===== config.mk =====
export PLATFORM = sky130hd
export DESIGN_NAME = http_request_header_parser_flat
export DESIGN_NICKNAME = d
export VERILOG_FILES = /design/src/hrhp_pkg.sv /design/src/hrhp_if.sv /design/src/hrhp_front.sv /design/src/hrhp_queue.sv /design/src/hrhp_engine.sv /design/src/http_request_header_parser.sv /design/src/flat_wrapper.sv
export SDC_FILE = /design/constraint.sdc
export NUM_CORES = 1
export LEC_CHECK = 0
export ABC_AREA = 1
export BUFFER_PORTS_ARGS = -buffer_cell sky130_fd_sc_hd__buf_2
export CELL_PAD_IN_SITES_DETAIL_PLACEMENT = 0
export CELL_PAD_IN_SITES_GLOBAL_PLACEMENT = 2
export CORE_ASPECT_RATIO = 2
export CORE_MARGIN = 10
export CORE_UTILIZATION = 38
export DETAILED_ROUTE_END_ITERATION = 8
export PLACE_DENSITY = 0.9
export SYNTH_ARGS = -nofsm -noshare
export SYNTH_HDL_FRONTEND = slang
export SYNTH_SLANG_ARGS = --single-unit

===== constraint.sdc =====
create_clock -name clk -period 4.7 [get_ports clk]
set_input_delay 0.235 -clock clk [delete_from_list [all_inputs] [get_ports clk]]
set_output_delay 0.235 -clock clk [all_outputs]
set_load 0.005 [all_outputs]

===== src/hrhp_pkg.sv =====
package hrhp_pkg;

	// Default build values for the top-level parameters.
	localparam int unsigned VERSION_WIDTH_DEF = 16;
	localparam int unsigned QUEUE_DEPTH_DEF   = 4;

	// Width of the version fields as they leave the block.
	localparam int unsigned VERSION_OUT_WIDTH = 16;

	// Character constants used by the classifier.
	localparam logic [7:0] CHR_TAB   = 8'h09;
	localparam logic [7:0] CHR_LF    = 8'h0A;
	localparam logic [7:0] CHR_CR    = 8'h0D;
	localparam logic [7:0] CHR_SP    = 8'h20;
	localparam logic [7:0] CHR_DEL   = 8'd127;
	localparam logic [7:0] CHR_CASE  = 8'd32;

	// Field class codes on the result channel.
	localparam logic [2:0] CLS_DELIM  = 3'd0;
	localparam logic [2:0] CLS_METHOD = 3'd1;
	localparam logic [2:0] CLS_URL    = 3'd2;
	localparam logic [2:0] CLS_NAME   = 3'd3;
	localparam logic [2:0] CLS_VALUE  = 3'd4;
	localparam logic [2:0] CLS_BODY   = 3'd5;

	// One classified byte, as it travels from the front end to the engine.
	typedef struct packed {
		logic       clear;
		logic [7:0] raw;
		logic [7:0] lower;
		logic       tok;
		logic       blank;
		logic       is_sp;
		logic       is_cr;
		logic       is_lf;
		logic       is_colon;
		logic       is_dot;
		logic       is_slash;
		logic       is_h;
		logic       is_t;
		logic       is_p;
		logic       is_digit;
		logic [3:0] digit;
	} item_t;

	// One result, as held in the engine's output register.
	typedef struct packed {
		logic [7:0]  out_byte;
		logic [2:0]  field_class;
		logic        token_start;
		logic        prepend_space;
		logic        header_commit;
		logic [15:0] major_version;
		logic [15:0] minor_version;
		logic        request_done;
		logic        parse_error;
	} rsp_t;

	// Handshake between the queue and the engine.
	typedef struct packed {
		logic  valid;
		item_t item;
	} queue_out_t;

endpackage


===== src/hrhp_if.sv =====
interface hrhp_req_if;
	logic       valid;
	logic       ready;
	logic       op;
	logic [7:0] data_byte;

	modport source (output valid, output op, output data_byte, input ready);
	modport sink (input valid, input op, input data_byte, output ready);
endinterface

interface hrhp_rsp_if;
	logic        valid;
	logic        ready;
	logic [7:0]  out_byte;
	logic [2:0]  field_class;
	logic        token_start;
	logic        prepend_space;
	logic        header_commit;
	logic [15:0] major_version;
	logic [15:0] minor_version;
	logic        request_done;
	logic        parse_error;

	modport source (
		output valid, output out_byte, output field_class, output token_start,
		output prepend_space, output header_commit, output major_version,
		output minor_version, output request_done, output parse_error,
		input ready
	);
	modport sink (
		input valid, input out_byte, input field_class, input token_start,
		input prepend_space, input header_commit, input major_version,
		input minor_version, input request_done, input parse_error,
		output ready
	);
endinterface


===== src/hrhp_front.sv =====
module hrhp_front (
	input  logic            op,
	input  logic [7:0]      data_byte,
	output hrhp_pkg::item_t item
);
	import hrhp_pkg::*;

	// Token characters: bytes above space up to and including DEL, minus the separators.
	function automatic logic is_tok(input logic [7:0] c);
		logic ok;
		ok = (c > CHR_SP) && (c <= CHR_DEL);
		case (c)
			"(", ")", "<", ">", "@", ",", ";", ":", "\\", "\"", "/",
			"[", "]", "?", "=", "{", "}": ok = 1'b0;
			default: ;
		endcase
		return ok;
	endfunction

	logic is_upper;

	assign is_upper = (data_byte >= "A") && (data_byte <= "Z");

	always_comb begin
		item.clear    = op;
		item.raw      = data_byte;
		item.lower    = is_upper ? data_byte + CHR_CASE : data_byte;
		item.tok      = is_tok(data_byte);
		item.is_sp    = data_byte == CHR_SP;
		item.blank    = (data_byte == CHR_SP) || (data_byte == CHR_TAB);
		item.is_cr    = data_byte == CHR_CR;
		item.is_lf    = data_byte == CHR_LF;
		item.is_colon = data_byte == ":";
		item.is_dot   = data_byte == ".";
		item.is_slash = data_byte == "/";
		item.is_h     = data_byte == "H";
		item.is_t     = data_byte == "T";
		item.is_p     = data_byte == "P";
		item.is_digit = (data_byte >= "0") && (data_byte <= "9");
		item.digit    = 4'(data_byte - "0");
	end

endmodule


===== src/hrhp_queue.sv =====
module hrhp_queue #(
	parameter int unsigned DEPTH = hrhp_pkg::QUEUE_DEPTH_DEF
) (
	input  logic                   clk,
	input  logic                   arst_n,
	input  logic                   push,
	input  hrhp_pkg::item_t        push_item,
	output logic                   not_full,
	output hrhp_pkg::queue_out_t   head,
	input  logic                   pop
);
	import hrhp_pkg::*;

	localparam int unsigned PW = (DEPTH > 1) ? $clog2(DEPTH) : 1;
	localparam int unsigned CW = $clog2(DEPTH + 1);

	item_t         mem_q [DEPTH];
	logic [PW-1:0] wr_ptr_q;
	logic [PW-1:0] rd_ptr_q;
	logic [CW-1:0] count_q;
	logic          do_push;
	logic          do_pop;

	assign not_full   = count_q != CW'(DEPTH);
	assign do_push    = push && not_full;
	assign do_pop     = pop && (count_q != '0);
	assign head.valid = count_q != '0;
	assign head.item  = mem_q[rd_ptr_q];

	function automatic logic [PW-1:0] next_ptr(input logic [PW-1:0] p);
		return (p == PW'(DEPTH - 1)) ? '0 : p + 1'b1;
	endfunction

	always_ff @(posedge clk) begin
		if (do_push) begin
			mem_q[wr_ptr_q] <= push_item;
		end
	end

	always_ff @(posedge clk or negedge arst_n) begin
		if (!arst_n) begin
			wr_ptr_q <= '0;
			rd_ptr_q <= '0;
			count_q  <= '0;
		end else begin
			if (do_push) begin
				wr_ptr_q <= next_ptr(wr_ptr_q);
			end
			if (do_pop) begin
				rd_ptr_q <= next_ptr(rd_ptr_q);
			end
			case ({do_push, do_pop})
				2'b10:   count_q <= count_q + 1'b1;
				2'b01:   count_q <= count_q - 1'b1;
				default: count_q <= count_q;
			endcase
		end
	end

endmodule


===== src/hrhp_engine.sv =====
module hrhp_engine #(
	parameter int unsigned VERSION_WIDTH = hrhp_pkg::VERSION_WIDTH_DEF
) (
	input  logic                 clk,
	input  logic                 arst_n,
	input  hrhp_pkg::queue_out_t head,
	output logic                 pop,
	output logic                 rsp_valid,
	input  logic                 rsp_ready,
	output hrhp_pkg::rsp_t       rsp
);
	import hrhp_pkg::*;

	localparam int unsigned VW = VERSION_WIDTH;

	typedef enum logic [4:0] {
		ST_VERB, ST_URL, ST_V_H, ST_V_T1, ST_V_T2, ST_V_P, ST_V_SLASH,
		ST_NUM1, ST_NUM2, ST_START_LF, ST_HDR_NL, ST_HDR_CONT, ST_HDR_NAME,
		ST_HDR_COLON, ST_VAL_LWS, ST_VALUE, ST_VAL_LF, ST_BLANK_LF, ST_BODY,
		ST_FAIL
	} state_t;

	state_t        state_q, state_n;
	logic [VW-1:0] major_q, major_n;
	logic [VW-1:0] minor_q, minor_n;
	logic          digit_seen_q, digit_seen_n;
	logic          token_ne_q, token_ne_n;
	logic          name_ne_q, name_ne_n;
	logic          value_ne_q, value_ne_n;
	logic          rsp_valid_q;
	rsp_t          rsp_q, rsp_n;
	item_t         it;

	// Multiply by ten and add a digit, saturating at the counter's maximum.
	function automatic logic [VW-1:0] add_digit(input logic [VW-1:0] cnt,
			input logic [3:0] d);
		logic [VW+3:0] wide;
		logic [VW+3:0] sum;
		wide = {4'b0, cnt};
		sum  = (wide << 3) + (wide << 1) + {{VW{1'b0}}, d};
		return (sum > {4'b0, {VW{1'b1}}}) ? {VW{1'b1}} : sum[VW-1:0];
	endfunction

	function automatic logic [15:0] show(input logic [VW-1:0] cnt);
		logic [VW+15:0] ext;
		ext = {16'b0, cnt};
		return ext[15:0];
	endfunction

	assign it        = head.item;
	assign pop       = head.valid && (!rsp_valid_q || rsp_ready);
	assign rsp_valid = rsp_valid_q;
	assign rsp       = rsp_q;

	always_comb begin
		logic vb;
		state_n      = state_q;
		major_n      = major_q;
		minor_n      = minor_q;
		digit_seen_n = digit_seen_q;
		token_ne_n   = token_ne_q;
		name_ne_n    = name_ne_q;
		value_ne_n   = value_ne_q;
		vb           = 1'b0;
		rsp_n               = '0;
		rsp_n.out_byte      = it.raw;
		rsp_n.field_class   = CLS_DELIM;

		case (state_q)
			ST_VERB: begin
				if (it.tok) begin
					rsp_n.field_class = CLS_METHOD;
					rsp_n.token_start = !token_ne_q;
					token_ne_n        = 1'b1;
				end else if (token_ne_q && it.is_sp) begin
					state_n    = ST_URL;
					token_ne_n = 1'b0;
				end else begin
					state_n = ST_FAIL;
				end
			end
			ST_URL: begin
				if (!it.is_sp) begin
					rsp_n.field_class = CLS_URL;
					rsp_n.token_start = !token_ne_q;
					token_ne_n        = 1'b1;
				end else if (token_ne_q) begin
					state_n    = ST_V_H;
					token_ne_n = 1'b0;
				end else begin
					state_n = ST_FAIL;
				end
			end
			ST_V_H:  state_n = it.is_h ? ST_V_T1 : ST_FAIL;
			ST_V_T1: state_n = it.is_t ? ST_V_T2 : ST_FAIL;
			ST_V_T2: state_n = it.is_t ? ST_V_P : ST_FAIL;
			ST_V_P:  state_n = it.is_p ? ST_V_SLASH : ST_FAIL;
			ST_V_SLASH: begin
				state_n      = it.is_slash ? ST_NUM1 : ST_FAIL;
				digit_seen_n = 1'b0;
			end
			ST_NUM1: begin
				if (it.is_digit) begin
					major_n      = add_digit(major_q, it.digit);
					digit_seen_n = 1'b1;
				end else if (digit_seen_q && it.is_dot) begin
					state_n      = ST_NUM2;
					digit_seen_n = 1'b0;
				end else begin
					state_n = ST_FAIL;
				end
			end
			ST_NUM2: begin
				if (it.is_digit) begin
					minor_n      = add_digit(minor_q, it.digit);
					digit_seen_n = 1'b1;
				end else if (digit_seen_q && it.is_cr) begin
					state_n = ST_START_LF;
				end else begin
					state_n = ST_FAIL;
				end
			end
			ST_START_LF: state_n = it.is_lf ? ST_HDR_NL : ST_FAIL;
			ST_HDR_NL: begin
				if (it.blank) begin
					state_n = name_ne_q ? ST_HDR_CONT : ST_FAIL;
				end else begin
					if (name_ne_q) begin
						rsp_n.header_commit = 1'b1;
						name_ne_n           = 1'b0;
						value_ne_n          = 1'b0;
					end
					if (it.is_cr) begin
						state_n = ST_BLANK_LF;
					end else if (it.tok) begin
						state_n           = ST_HDR_NAME;
						name_ne_n         = 1'b1;
						rsp_n.field_class = CLS_NAME;
						rsp_n.token_start = 1'b1;
						rsp_n.out_byte    = it.lower;
					end else begin
						state_n = ST_FAIL;
					end
				end
			end
			ST_HDR_NAME: begin
				if (it.tok) begin
					rsp_n.field_class = CLS_NAME;
					rsp_n.out_byte    = it.lower;
				end else if (it.blank) begin
					state_n = ST_HDR_COLON;
				end else if (it.is_colon) begin
					state_n = ST_VAL_LWS;
				end else begin
					state_n = ST_FAIL;
				end
			end
			ST_HDR_COLON: begin
				if (it.is_colon) begin
					state_n = ST_VAL_LWS;
				end else if (!it.blank) begin
					state_n = ST_FAIL;
				end
			end
			ST_VAL_LWS, ST_HDR_CONT: begin
				if (!it.blank) begin
					if (it.is_cr) begin
						state_n = ST_FAIL;
					end else begin
						state_n             = ST_VALUE;
						vb                  = 1'b1;
						rsp_n.token_start   = !value_ne_q;
						rsp_n.prepend_space = value_ne_q;
					end
				end
			end
			ST_VALUE: begin
				if (it.is_cr) begin
					state_n = ST_VAL_LF;
				end else begin
					vb = 1'b1;
				end
			end
			ST_VAL_LF:   state_n = it.is_lf ? ST_HDR_NL : ST_FAIL;
			ST_BLANK_LF: state_n = it.is_lf ? ST_BODY : ST_FAIL;
			ST_BODY:     rsp_n.field_class = CLS_BODY;
			ST_FAIL:     state_n = ST_FAIL;
			default:     state_n = ST_FAIL;
		endcase

		if (vb) begin
			rsp_n.field_class = CLS_VALUE;
			value_ne_n        = 1'b1;
		end
		if (state_n == ST_FAIL) begin
			rsp_n.field_class   = CLS_DELIM;
			rsp_n.token_start   = 1'b0;
			rsp_n.prepend_space = 1'b0;
		end
		rsp_n.major_version = show(major_n);
		rsp_n.minor_version = show(minor_n);
		rsp_n.request_done  = state_n == ST_BODY;
		rsp_n.parse_error   = state_n == ST_FAIL;
	end

	always_ff @(posedge clk or negedge arst_n) begin
		if (!arst_n) begin
			state_q      <= ST_VERB;
			major_q      <= '0;
			minor_q      <= '0;
			digit_seen_q <= 1'b0;
			token_ne_q   <= 1'b0;
			name_ne_q    <= 1'b0;
			value_ne_q   <= 1'b0;
			rsp_valid_q  <= 1'b0;
			rsp_q        <= '0;
		end else begin
			if (pop) begin
				rsp_valid_q <= 1'b1;
			end else if (rsp_ready) begin
				rsp_valid_q <= 1'b0;
			end
			if (pop) begin
				if (it.clear) begin
					state_q      <= ST_VERB;
					major_q      <= '0;
					minor_q      <= '0;
					digit_seen_q <= 1'b0;
					token_ne_q   <= 1'b0;
					name_ne_q    <= 1'b0;
					value_ne_q   <= 1'b0;
					rsp_q        <= '0;
				end else begin
					state_q      <= state_n;
					major_q      <= major_n;
					minor_q      <= minor_n;
					digit_seen_q <= digit_seen_n;
					token_ne_q   <= token_ne_n;
					name_ne_q    <= name_ne_n;
					value_ne_q   <= value_ne_n;
					rsp_q        <= rsp_n;
				end
			end
		end
	end

endmodule


===== src/http_request_header_parser.sv =====
// Path: a byte transferred on the request side is written into the queue, then taken
// by the engine into its output register; a result waits there while the result side stalls.
// Throughput: one byte per cycle, sustained, while the result side accepts every result.
// Reset: arst_n clears the queue, the output register and the parser state, which
// starts in the method state with zero version counts.
module http_request_header_parser #(
	parameter int unsigned VERSION_WIDTH = hrhp_pkg::VERSION_WIDTH_DEF,
	parameter int unsigned QUEUE_DEPTH   = hrhp_pkg::QUEUE_DEPTH_DEF
) (
	input  logic              clk,
	input  logic              arst_n,
	hrhp_req_if.sink          req,
	hrhp_rsp_if.source        rsp
);
	import hrhp_pkg::*;

	// The front end classifies each incoming byte without any state: token
	// character, blank, digit with its value, the few literal characters the
	// grammar needs, and the lower-case form used for header names. A clear
	// request travels through the same path as a flag on the item, so it keeps
	// its place in the byte stream.
	item_t      cls_item;
	logic       q_not_full;
	queue_out_t q_head;
	logic       q_pop;
	rsp_t       rsp_data;

	hrhp_front u_front (
		.op        (req.op),
		.data_byte (req.data_byte),
		.item      (cls_item)
	);

	// A transfer on the request side happens whenever the queue has room; the
	// queue does not depend on the result side in the same cycle, so the two
	// channels stall independently.
	assign req.ready = q_not_full;

	hrhp_queue #(
		.DEPTH (QUEUE_DEPTH)
	) u_queue (
		.clk       (clk),
		.arst_n    (arst_n),
		.push      (req.valid),
		.push_item (cls_item),
		.not_full  (q_not_full),
		.head      (q_head),
		.pop       (q_pop)
	);

	// The engine runs the request-line and header state machine. It takes the
	// head of the queue whenever its output register is empty or is being
	// drained in the same cycle, so a steady stream moves one byte per clock.
	hrhp_engine #(
		.VERSION_WIDTH (VERSION_WIDTH)
	) u_engine (
		.clk       (clk),
		.arst_n    (arst_n),
		.head      (q_head),
		.pop       (q_pop),
		.rsp_valid (rsp.valid),
		.rsp_ready (rsp.ready),
		.rsp       (rsp_data)
	);

	// The result register fields map one to one onto the result channel.
	assign rsp.out_byte      = rsp_data.out_byte;
	assign rsp.field_class   = rsp_data.field_class;
	assign rsp.token_start   = rsp_data.token_start;
	assign rsp.prepend_space = rsp_data.prepend_space;
	assign rsp.header_commit = rsp_data.header_commit;
	assign rsp.major_version = rsp_data.major_version;
	assign rsp.minor_version = rsp_data.minor_version;
	assign rsp.request_done  = rsp_data.request_done;
	assign rsp.parse_error   = rsp_data.parse_error;

endmodule


===== src/flat_wrapper.sv =====
// flat-port wrapper written by rule: the top's interface ports become plain ports
module http_request_header_parser_flat import hrhp_pkg::*;
#(
	parameter int unsigned VERSION_WIDTH = hrhp_pkg::VERSION_WIDTH_DEF,
	parameter int unsigned QUEUE_DEPTH   = hrhp_pkg::QUEUE_DEPTH_DEF
)
  (clk, arst_n, req_valid, req_op, req_data_byte, req_ready, rsp_valid, rsp_out_byte, rsp_field_class, rsp_token_start, rsp_prepend_space, rsp_header_commit, rsp_major_version, rsp_minor_version, rsp_request_done, rsp_parse_error, rsp_ready);
  hrhp_req_if req_i ();
  hrhp_rsp_if rsp_i ();
  input  logic clk;
  input  logic arst_n;
  input wire logic [$bits(req_i.valid)-1:0] req_valid;
  input wire logic [$bits(req_i.op)-1:0] req_op;
  input wire logic [$bits(req_i.data_byte)-1:0] req_data_byte;
  output wire logic [$bits(req_i.ready)-1:0] req_ready;
  output wire logic [$bits(rsp_i.valid)-1:0] rsp_valid;
  output wire logic [$bits(rsp_i.out_byte)-1:0] rsp_out_byte;
  output wire logic [$bits(rsp_i.field_class)-1:0] rsp_field_class;
  output wire logic [$bits(rsp_i.token_start)-1:0] rsp_token_start;
  output wire logic [$bits(rsp_i.prepend_space)-1:0] rsp_prepend_space;
  output wire logic [$bits(rsp_i.header_commit)-1:0] rsp_header_commit;
  output wire logic [$bits(rsp_i.major_version)-1:0] rsp_major_version;
  output wire logic [$bits(rsp_i.minor_version)-1:0] rsp_minor_version;
  output wire logic [$bits(rsp_i.request_done)-1:0] rsp_request_done;
  output wire logic [$bits(rsp_i.parse_error)-1:0] rsp_parse_error;
  input wire logic [$bits(rsp_i.ready)-1:0] rsp_ready;
  assign req_i.valid = req_valid;
  assign req_i.op = req_op;
  assign req_i.data_byte = req_data_byte;
  assign req_ready = req_i.ready;
  assign rsp_valid = rsp_i.valid;
  assign rsp_out_byte = rsp_i.out_byte;
  assign rsp_field_class = rsp_i.field_class;
  assign rsp_token_start = rsp_i.token_start;
  assign rsp_prepend_space = rsp_i.prepend_space;
  assign rsp_header_commit = rsp_i.header_commit;
  assign rsp_major_version = rsp_i.major_version;
  assign rsp_minor_version = rsp_i.minor_version;
  assign rsp_request_done = rsp_i.request_done;
  assign rsp_parse_error = rsp_i.parse_error;
  assign rsp_i.ready = rsp_ready;
  http_request_header_parser #(.VERSION_WIDTH(VERSION_WIDTH), .QUEUE_DEPTH(QUEUE_DEPTH)) u_core (.clk(clk), .arst_n(arst_n), .req(req_i), .rsp(rsp_i));
endmodule

Word level (Yosys, flattened, before mapping)
Memory sizes are Yosys's and may differ from the RTL's.
Index checks and enable logic that the tools add are counted.
{"block": "totals", "in_bits": 13, "output_inout_bits": 50, "reg_bits": 97, "mem_bits_rw": 132, "n_memories": 1}
{"block": "classes", "magnitude_cmp": 8, "add_sub_neg": 10, "n_eq_ne": 55, "reduce_logical": 30, "n_mux": 87}
{"name": "u_core.u_queue.mem_q", "depth": 4, "width": 33, "read_ports": 1, "rd_clocked_by_memory_dff": 0, "write_ports": 1, "line_no": "hrhp_queue.sv:17", "text": "item_t mem_q [DEPTH];"}
{"cell": "5-bit 2-to-1 mux", "n": 28}
{"cell": "16-bit 2-to-1 mux", "n": 8}
{"cell": "8-bit by 6-bit equality test with 1-bit output, second input constant", "n": 13}
{"cell": "5-bit case mux with 17 select lines", "n": 1}
{"cell": "8-bit by 7-bit equality test with 1-bit output, second input constant", "n": 9}
{"cell": "48-bit 2-to-1 mux", "n": 1}
{"cell": "19-bit by 17-bit adder with 20-bit output", "n": 2}
{"cell": "20-bit by 4-bit adder with 20-bit output", "n": 2}
{"cell": "5-bit by 4-bit equality test with 1-bit output, second input constant", "n": 8}
{"cell": "20-bit by 16-bit > comparator with 1-bit output, second input constant", "n": 2}
{"cell": "12-bit 2-to-1 mux", "n": 3}
{"cell": "1-bit 2-to-1 mux", "n": 30}
{"cell": "5-bit equality test, second input constant", "n": 5}
{"cell": "8-bit by 4-bit equality test with 1-bit output, second input constant", "n": 3}
{"cell": "5-bit by 3-bit equality test with 1-bit output, second input constant", "n": 4}
{"cell": "17-bit OR reduction", "n": 1}
{"cell": "8-bit by 7-bit <= comparator with 1-bit output, second input constant", "n": 2}
{"cell": "8-bit case mux with 2 select lines", "n": 1}
{"cell": "3-bit case mux with 5 select lines", "n": 1}
{"cell": "3-bit nonzero test", "n": 4}
{"cell": "11-bit 2-to-1 mux", "n": 1}
{"cell": "5-bit by 2-bit equality test with 1-bit output, second input constant", "n": 2}
{"cell": "2-bit 2-to-1 mux", "n": 5}
{"cell": "1-bit logical AND", "n": 9}
{"cell": "30 further kinds", "n": 45}

Depth between registers and ports, before layout
Gate-level depths: netlist (run 1).
An unclocked memory read counts as a cell.
{"block": "depth", "word_depth": 8, "depth_mapped": 23, "depth_no_buf": 18}

Hierarchy
Synthesis (run 1) repeated with hierarchy kept, for this count alone.
{"block": "hier_totals", "hier_cells": 1414, "area_unflattened_um2": 12140.4}
{"module": "hrhp_queue", "area_per_inst_um2": 5881.9, "cells_per_inst": 444, "n_inst": 1, "seq_area_each_um2": 4139.0}
{"module": "hrhp_engine", "area_per_inst_um2": 5661.7, "cells_per_inst": 860, "n_inst": 1, "seq_area_each_um2": 1451.4}
{"module": "hrhp_front", "area_per_inst_um2": 596.8, "cells_per_inst": 110, "n_inst": 1, "seq_area_each_um2": 0.0}

Worst setup path after synthesis (run 1)
Ideal clock, no wire load.
{"block": "synth_timing", "kind": "register to register", "from": "register u_core.u_queue.rd_ptr_q[0]", "to": "register u_core.u_engine.minor_q[10]", "t_arrival_ps": 3463, "stages_incl_launch_ff": 23, "period_less_slack_ps": 3579, "t_required_ps": 4584, "setup_slack_ps": 1121, "path_cell_list": "dfrtp_1 > buf_6 > inv_2 > buf_6 > buf_4 > clkbuf_1 > o21ai_0 > o22ai_1 > fa_1 > fa_1 > nand3_1 > nand3_2 > nand2_1 > nand3_2 > nand3_1 > nand2_1 > nand2_1 > nand2_1 > nor2_2 > buf_6 > nand3_1 > nand2_1 > nand2_1"}
{"block": "synth_between", "elab_chain_len": 7}
{"element": "start: declaration", "line_no": "hrhp_queue.sv:19", "text": "logic [PW-1:0] rd_ptr_q;"}
{"element": "start signal: assignment", "line_no": "hrhp_queue.sv:50", "text": "rd_ptr_q <= next_ptr(rd_ptr_q);"}
{"element": "memory 4 x 33 bit *"}
{"element": "20-bit by 4-bit adder with 20-bit output", "line_no": "hrhp_engine.sv:40", "text": "sum = (wide << 3) + (wide << 1) + {{VW{1'b0}}, d};"}
{"element": "20-bit by 16-bit > comparator with 1-bit output", "line_no": "hrhp_engine.sv:41", "text": "return (sum > {4'b0, {VW{1'b1}}}) ? {VW{1'b1}} : sum[VW-1:0];"}
{"element": "16-bit 2-to-1 mux", "line_no": "hrhp_engine.sv:41"}
{"element": "16-bit 2-to-1 mux", "line_no": "hrhp_engine.sv:114", "text": "if (it.is_digit) begin"}
{"element": "16-bit 2-to-1 mux", "line_no": "hrhp_engine.sv:69", "text": "case (state_q)"}
{"element": "16-bit 2-to-1 mux *", "line_no": "hrhp_engine.sv:224", "text": "if (it.clear) begin"}
{"element": "end signal: assignment", "line_no": "hrhp_engine.sv:236", "text": "minor_q <= minor_n;"}
{"element": "end: declaration", "line_no": "hrhp_engine.sv:25", "text": "logic [VW-1:0] minor_q, minor_n;"}
Mark *: on every way between the ends. The rest lies on a longest branch, timed or not.
A chain may end at the register's enable or synchronous reset.

Worst setup path in the final report (run 1)
{"block": "layout_timing", "from": "register u_core.u_queue.rd_ptr_q[0]", "to": "register u_core.u_engine.minor_q[15]"}
The elaborated chain is that of the path after synthesis.

==> flow_metrics.env, run 1 <==
export IMPL_post_route_period_util_pct=87.0
export IMPL_clock_root_buffer="sky130_fd_sc_hd__clkbuf_16"
export IMPL_critical_path_cell_chain="inv_2 > o21ai_0 > o22ai_1 > fa_1 > fa_1 > nand3_1 > nand3_2 > nand2_1 > nand3_2 > nand3_1 > nand2_1 > nand2_1 > nand2_1 > nor2_4 > nand3_1 > nand2_1 > nand2_1"
export IMPL_grt_antenna_before_repair=0
export IMPL_yosysSeqAreaShare_pct=44.3
export IMPL_rsz_0062_raised_after_global_routing="false"
export IMPL_critPathTopFamily="simple AND/OR/NAND/NOR gates"
export IMPL_synth_most_common_cell="sky130_fd_sc_hd__nand2_1"
export IMPL_die_y_um=251
export IMPL_worst_path_most_repeated_cell="sky130_fd_sc_hd__nand2_1"
export IMPL_number_of_global_route_vias_before_repair=8602
export IMPL_max_cap_violations=0
export IMPL_timing_fmax_mhz=245
export IMPL_hpwl_um=23100
export IMPL_worst_ep_arrival_time_ps=4420
export IMPL_layout_area_overhead_vs_synth_pct=12.3
export IMPL_vias_per_cell=5.10
export IMPL_die_w_um=136
export IMPL_mappedNetlistNets=1329
export IMPL_timing_max_slew_rel_slack_pct=26.5
export IMPL_setup_tns_ps=0
export IMPL_tritoncts_num_sinks=161
export IMPL_synth_yosys_warnings=0
export IMPL_place_gp_congestion=0.925
export IMPL_iter_0_drt_violations=437
export IMPL_drtAntennaViolNets=0
export IMPL_maximum_level_of_the_cts_h_tree=4
export IMPL_via_total_after_detailed_routing=8467
export IMPL_async_flop_share_pct=40.4
export IMPL_syn_area_um2=10200
export IMPL_cts_buffers=17
export IMPL_worstSetupPathType="register to register"
export IMPL_ctsLongestPathBuffers=2
export IMPL_power_leakage_uw=0.00572
export IMPL_wl_per_cell_um=17.7
export IMPL_critical_path_max_stage_delay_ps=650
export IMPL_top_level_ports=63
export IMPL_worst_setup_path_start_kind="register"
export IMPL_timing_worst_slew_pin_value_ps=1100
export IMPL_clock_skew_ps=13.9
export IMPL_final_design_area_no_fill_um2=11400
export IMPL_critical_path_slowest_cell="sky130_fd_sc_hd__dfrtp_1"
export IMPL_cts_tree="built"
export IMPL_worst_hold_path_type="input port to register"
export IMPL_clk_latency_ps=440
export IMPL_syn_area_per_cell_um2=8.20
export IMPL_synth_area_leader_cell="sky130_fd_sc_hd__edfxtp_1"
export IMPL_synth_seq_cells=161
export IMPL_die_area_um2=34100
export IMPL_r2r_setup_slack_ps=610
export IMPL_placement_cell_area_um2=10800
export IMPL_rows=84
export IMPL_number_of_buffers_inserted_to_repair_setup_after_cts=0
export IMPL_fp_coreArea_um2=26400
export IMPL_outcome="complete, no violations"
export IMPL_dr_pass1_iters=5
export IMPL_cp_max_fo=24
export IMPL_initial_utilization_pct=38.6
export IMPL_grt_overflow=0
export IMPL_setup_worst_path_end_class="register"
export IMPL_grt_max_degree=66
export IMPL_drive_above_1_share_pct=11.9
export IMPL_layout_nets=1391
export IMPL_maxSlewViolCount=0
export IMPL_synth_top_cells_by_count="382 x sky130_fd_sc_hd__nand2_1, 117 x sky130_fd_sc_hd__nor2_1, 114 x sky130_fd_sc_hd__nand3_1"
export IMPL_wire_length_of_the_first_global_routing_pass_um=46300
export IMPL_finalSetupViolCount=0
export IMPL_portBuffers=62
export IMPL_gr_usage_all_layers_pct=17.6
export IMPL_post_synth_top_area_fraction_pct=28.3
export IMPL_synth_edf_count=96
export IMPL_cellPowerDensity_nw_per_um2=485
export IMPL_final_period_minus_worst_setup_slack_ps=4090
export IMPL_synth_top_flop_cell="sky130_fd_sc_hd__edfxtp_1"
export IMPL_path_clk_slew_ps=70
export IMPL_netlist_cell_type_count=45
export IMPL_post_synth_inst_count=1241
export IMPL_num_antenna_cells=0
export IMPL_vdd_ir_drop_max_mv=0.276
export IMPL_post_route_drc_count=0
export IMPL_hold_viol_final=0
export IMPL_filler_cell_count=2703
export IMPL_critPathRequiredTime_ps=5030
export IMPL_route_final_wire_length_um=29400
export IMPL_critPathBufInv=1
export IMPL_ys_top_cells_by_area="sky130_fd_sc_hd__edfxtp_1 28%, sky130_fd_sc_hd__dfrtp_1 16%, sky130_fd_sc_hd__nand2_1 14%, sky130_fd_sc_hd__ha_1 8.6%, sky130_fd_sc_hd__nand3_1 5.6%"
power breakdown:
group / internal [uW] / leakage, uW / total (uW) / switching, uW
registers: 1800 / 0.00173 / 1980 / 180
logic: 640 / 0.00370 / 2160 / 1520
clock network: 722 / 0.000289 / 1400 / 678
total: 3160 / 0.00572 / 5540 / 2380
metal layers:
layer | vias up | wire [um] | track usage (%)
met5 | - | 0 | 0
met4 | 0 | 1210 | 9.09
met3 | 58 | 934 | 2.64
met2 | 177 | 16900 | 34.6
met1 | 3953 | 10300 | 16.5
li1 | 4279 | - | -
repair_timing:
action                                  in CTS  in global routing
hold buffers                                 3                  0
endpoints found under the setup margin       0                 16
gates resized for setup                      0                  1
hold endpoints to repair                    70                  0
stage by stage:
step	setup slack [ps]	power (uW)	hold slack, ps	cells	utilization [%]
finish	611	5540	89.7	1660	43.3
global route	65.1	5940	74.8	1660	43.3
CTS	351	5600	65.6	1660	43.3
detailed placement	357	4190	408	1625	40.9
global placement	491	4180	419	1625	40.9
floorplan	1120	3550	-60.6	1241	-
cell usage in the layout, fill, tap and decap left out, drive strengths merged, types with 11 or more instances in the layout:
| cell | netlist | final |
|---|---|---|
| o22ai | 14 | 14 |
| nand4 | 11 | 11 |
| xor2 | 11 | 11 |
| o21ai | 77 | 77 |
| xnor2 | 15 | 15 |
| nand3 | 122 | 122 |
| a21oi | 56 | 56 |
| nand2 | 392 | 392 |
| clkbuf | 5 | 17 |
| nor2 | 130 | 130 |
| edfxtp | 96 | 96 |
| dfrtp | 65 | 65 |
| inv | 115 | 122 |
| ha | 70 | 70 |
| buf | 26 | 71 |
cell families (layout without fill, tap and decap cells):
kind of cell / Yosys count / count (layout) / synth area share [%]
AO/OA/AOI/OAI: 167 / 167 / 9.46
XOR/XNOR: 26 / 26 / 2.24
adder cells (fa/ha/maj): 75 / 75 / 9.59
buffers and inverters: 146 / 221 / 6.32
flip-flops: 161 / 161 / 44.3
AND/OR/NAND/NOR: 666 / 666 / 28.1
worst paths after layout:
check                                                       start                                      end  depth (start not counted)
max                        u_core.u_queue.rd_ptr_q[0]$_DFFE_PN0P_  u_core.u_engine.minor_q[15]$_DFFE_PN0P_                         17
min                                              req_data_byte[7]    u_core.u_queue.mem_q[2][31]$_DFFE_PP_                          1
max reg2reg                u_core.u_queue.rd_ptr_q[0]$_DFFE_PN0P_  u_core.u_engine.minor_q[15]$_DFFE_PN0P_                         17
min reg2reg                 u_core.u_queue.count_q[0]$_DFFE_PN0P_    u_core.u_queue.count_q[0]$_DFFE_PN0P_                          1
max in group asynchronous                                  arst_n   u_core.u_engine.minor_q[9]$_DFFE_PN0P_                          2
min in group asynchronous                                  arst_n      u_core.u_engine.rsp[45]$_DFFE_PN0P_                          2
cell type report:
class / count / area (um^2) / share of cell area [%]
Clock buffer: 17 / 425 / 3.72
Timing Repair Buffer: 74 / 410 / 3.59
Tap cell: 344 / 430 / 3.77
Sequential cell: 161 / 4510 / 39.5
Multi-Input combinational cell: 934 / 5030 / 44.1
Clock inverter: 15 / 181 / 1.59
Inverter: 115 / 432 / 3.78
worst register-to-register path: stages, from the launching register on:
cell	delay (ps)
sky130_fd_sc_hd__dfrtp_1	650
sky130_fd_sc_hd__inv_2	410
sky130_fd_sc_hd__o21ai_0	130
sky130_fd_sc_hd__o22ai_1	440
sky130_fd_sc_hd__fa_1	570
sky130_fd_sc_hd__fa_1	480
sky130_fd_sc_hd__nand3_1	110
sky130_fd_sc_hd__nand3_2	90
sky130_fd_sc_hd__nand2_1	90
sky130_fd_sc_hd__nand3_2	90
sky130_fd_sc_hd__nand3_1	110
sky130_fd_sc_hd__nand2_1	60
sky130_fd_sc_hd__nand2_1	50
sky130_fd_sc_hd__nand2_1	80
sky130_fd_sc_hd__nor2_4	330
sky130_fd_sc_hd__nand3_1	140
sky130_fd_sc_hd__nand2_1	80
sky130_fd_sc_hd__nand2_1	50
flip-flops by register name (all words and copies together) (netlist names):
register                      count
u_core.u_engine.rsp              16
u_core.u_engine.major_q          16
u_core.u_queue.count_q            3
u_core.u_engine.token_ne_q        1
u_core.u_engine.value_ne_q        1
u_core.u_engine.minor_q          16
u_core.u_queue.rd_ptr_q           2
u_core.u_queue.wr_ptr_q           2
u_core.u_engine.digit_seen_q      1
u_core.u_queue.mem_q             96
u_core.u_engine.state_q           5
u_core.u_engine.rsp_valid         1
u_core.u_engine.name_ne_q         1
Note: power is estimated with default switching activity, not from simulation.
==> inputs of run 2 (changes only) <==
Settings changed: CORE_UTILIZATION 38 to 39, CTS_BUF_LIST from default to sky130_fd_sc_hd__clkbuf_2, PLACE_DENSITY 0.9 to 0.91.
==> run 2 against run 1 <==
  * Wire length increased by 1.9%
  * Sequential power about the same
  * Clock skew increased by 42 ps
  * Count of clock-buffer cells in the layout unchanged
  * First-iteration DRC count decreased by 5.0%
  * Critical path type unchanged
  * Largest power group unchanged
==> flow_metrics.env, run 2 (synthesized netlist as in run 1, its figures left out) <==
export IMPL_outcome="complete, no violations"
export IMPL_finalSetupViolCount=0
export IMPL_worst_setup_path_start_kind="register"
export IMPL_layout_nets=1402
export IMPL_via_total_after_detailed_routing=8635
export IMPL_hold_path_endpoint="u_core.u_queue.mem_q[3][32]$_DFFE_PP_"
export IMPL_maxSlewViolCount=0
export IMPL_grt_antenna_before_repair=1
export IMPL_number_of_global_route_vias_before_repair=8880
export IMPL_post_route_period_util_pct=89.4
export IMPL_cts_buffers=17
export IMPL_biggest_register="u_core.u_queue.mem_q"
export IMPL_setup_tns_ps=0
export IMPL_clk_latency_ps=830
export IMPL_timing_worst_slew_pin_value_ps=1080
export IMPL_tritoncts_num_sinks=161
export IMPL_fin_hold_ws_ps=168
export IMPL_final_design_area_no_fill_um2=11200
export IMPL_die_area_um2=33300
export IMPL_grt_overflow=0
export IMPL_cp_max_fo=22
export IMPL_r2r_cells=16
export IMPL_p_total_uw=4990
export IMPL_timing_rr_start="u_core.u_queue.rd_ptr_q[0]$_DFFE_PN0P_"
export IMPL_vdd_ir_drop_max_mv=0.225
export IMPL_vias_per_cell=5.17
export IMPL_cellPowerDensity_nw_per_um2=445
export IMPL_maximum_level_of_the_cts_h_tree=4
export IMPL_worstSetupPathType="register to register"
export IMPL_top_level_ports=63
export IMPL_place_gp_congestion=0.954
export IMPL_post_route_drc_count=0
export IMPL_timing_fmax_mhz=238
export IMPL_timing_max_slew_rel_slack_pct=26.5
export IMPL_r2r_setup_slack_ps=500
export IMPL_route_final_wire_length_um=29900
export IMPL_min_delay_start="req_op"
export IMPL_die_y_um=248
export IMPL_initial_utilization_pct=39.5
export IMPL_clock_root_buffer="sky130_fd_sc_hd__clkbuf_2"
export IMPL_wire_length_of_the_first_global_routing_pass_um=47100
export IMPL_cts_tree="built"
export IMPL_final_period_minus_worst_setup_slack_ps=4200
export IMPL_final_core_utilization_pct=43.6
export IMPL_iter_0_drt_violations=415
export IMPL_critPathRequiredTime_ps=5450
export IMPL_hold_viol_final=0
export IMPL_setup_worst_path_end_class="register"
export IMPL_layout_commonest_cell="sky130_fd_sc_hd__nand2_1"
export IMPL_clock_skew_ps=55.5
export IMPL_final_cell_mix="382 x sky130_fd_sc_hd__nand2_1, 114 x sky130_fd_sc_hd__nand3_1, 113 x sky130_fd_sc_hd__nor2_1"
export IMPL_portBuffers=62
export IMPL_worst_ep_arrival_time_ps=4950
export IMPL_fp_coreArea_um2=25800
export IMPL_whs_path_depth=2
export IMPL_wl_per_cell_um=17.9
export IMPL_rows=83
export IMPL_path_clk_slew_ps=270
export IMPL_max_cap_violations=0
export IMPL_placement_cell_area_um2=10800
export IMPL_worst_hold_path_type="input port to register"
export IMPL_hpwl_um=23400
export IMPL_layout_area_overhead_vs_synth_pct=10.4
export IMPL_power_leakage_uw=0.00565
export IMPL_rsz_0062_raised_after_global_routing="false"
export IMPL_drive_above_1_share_pct=11.8
export IMPL_gr_usage_all_layers_pct=18.3
export IMPL_largest_reg_flops=96
export IMPL_timing_rr_end="u_core.u_engine.minor_q[9]$_DFFE_PN0P_"
export IMPL_grt_max_degree=42
export IMPL_die_w_um=134
export IMPL_dr_pass1_iters=5
export IMPL_drtAntennaViolNets=0
export IMPL_ctsLongestPathBuffers=2
[run 2: changes by cell type in the layout (fill, tap and decap cells not counted), moves of 2 or more]
| cell | before | now |
|---|---|---|
| sky130_fd_sc_hd__clkbuf_2 | 0 | 17 |
| sky130_fd_sc_hd__dlygate4sd3_1 | 3 | 13 |
| sky130_fd_sc_hd__inv_8 | 6 | 4 |
| sky130_fd_sc_hd__diode_2 | 0 | 2 |
| sky130_fd_sc_hd__clkinvlp_4 | 2 | 0 |
| sky130_fd_sc_hd__clkbuf_16 | 17 | 0 |
[run 2: report_power, final]
part           internal [uW]  switching (uW)
registers               1790             173
clock network            242             603
logic                    654            1530
[run 2: routing by layer]
metal	routed length, um	vias to the layer above	part of all wire (%)	GRT usage (%)
met1	10400	4068	35	16.3
met2	17100	180	57	36.6
li1	-	4306	-	-
met3	787	81	2.6	2.95
met4	1650	0	5.5	11.1
met5	0	-	0	0
[run 2: area by class of cell]
class / count / area [um^2]
fill: 2690 / 14500
multi-input combinational: 934 / 5030
sequential: 161 / 4510
timing repair buffer: 85 / 538
inverter: 115 / 432
tap: 340 / 425
clock inverter: 15 / 208
clock buffer: 17 / 85.1
antenna: 2 / 5.00
[run 2: metrics by stage]
stage / std cells / worst slack [ps]
global route: 1669 / 99.9
detailed placement: 1621 / 555
finish: 1669 / 498
floorplan: 1241 / 1120
CTS: 1667 / 529
global placement: 1621 / 646
[run 2: timing repair]
item                       in CTS  in global routing
hold buffers                   14                  0
hold endpoints to repair      155                  0
setup endpoints to repair       0                  0
gates resized for setup         0                  0
buffers inserted                0                  0
[run 2: worst max-delay path, cell delays in order (launching register included)]
cell                      delay [ps]
sky130_fd_sc_hd__dfrtp_1         840
sky130_fd_sc_hd__o21ai_0         190
sky130_fd_sc_hd__o22ai_1         480
sky130_fd_sc_hd__fa_1            560
sky130_fd_sc_hd__fa_1            480
sky130_fd_sc_hd__nand3_1         110
sky130_fd_sc_hd__nand3_2         110
sky130_fd_sc_hd__nand2_1         100
sky130_fd_sc_hd__nand3_2          90
sky130_fd_sc_hd__nand3_1         100
sky130_fd_sc_hd__nand2_1          60
sky130_fd_sc_hd__nand2_1          60
sky130_fd_sc_hd__nand2_1          50
sky130_fd_sc_hd__nor2_2          610
sky130_fd_sc_hd__nand3_1         150
sky130_fd_sc_hd__nand2_1         100
sky130_fd_sc_hd__nand2_1          50
[run 2: worst max-delay path by stage]
| stage | end | slack (ps) | from |
|---|---|---|---|
| global route | u_core.u_engine.minor_q[10]$_DFFE_PN0P_ | 100 | u_core.u_queue.rd_ptr_q[0]$_DFFE_PN0P_ |
| detailed placement | u_core.u_engine.minor_q[3]$_DFFE_PN0P_ | 560 | u_core.u_queue.rd_ptr_q[0]$_DFFE_PN0P_ |
| floorplan | u_core.u_engine.minor_q[10]$_DFFE_PN0P_ | 1120 | u_core.u_queue.rd_ptr_q[0]$_DFFE_PN0P_ |
| CTS | u_core.u_engine.minor_q[9]$_DFFE_PN0P_ | 530 | u_core.u_queue.rd_ptr_q[0]$_DFFE_PN0P_ |
| finish | u_core.u_engine.minor_q[9]$_DFFE_PN0P_ | 500 | u_core.u_queue.rd_ptr_q[0]$_DFFE_PN0P_ |
| global placement | u_core.u_engine.minor_q[9]$_DFFE_PN0P_ | 650 | u_core.u_queue.rd_ptr_q[0]$_DFFE_PN0P_ |
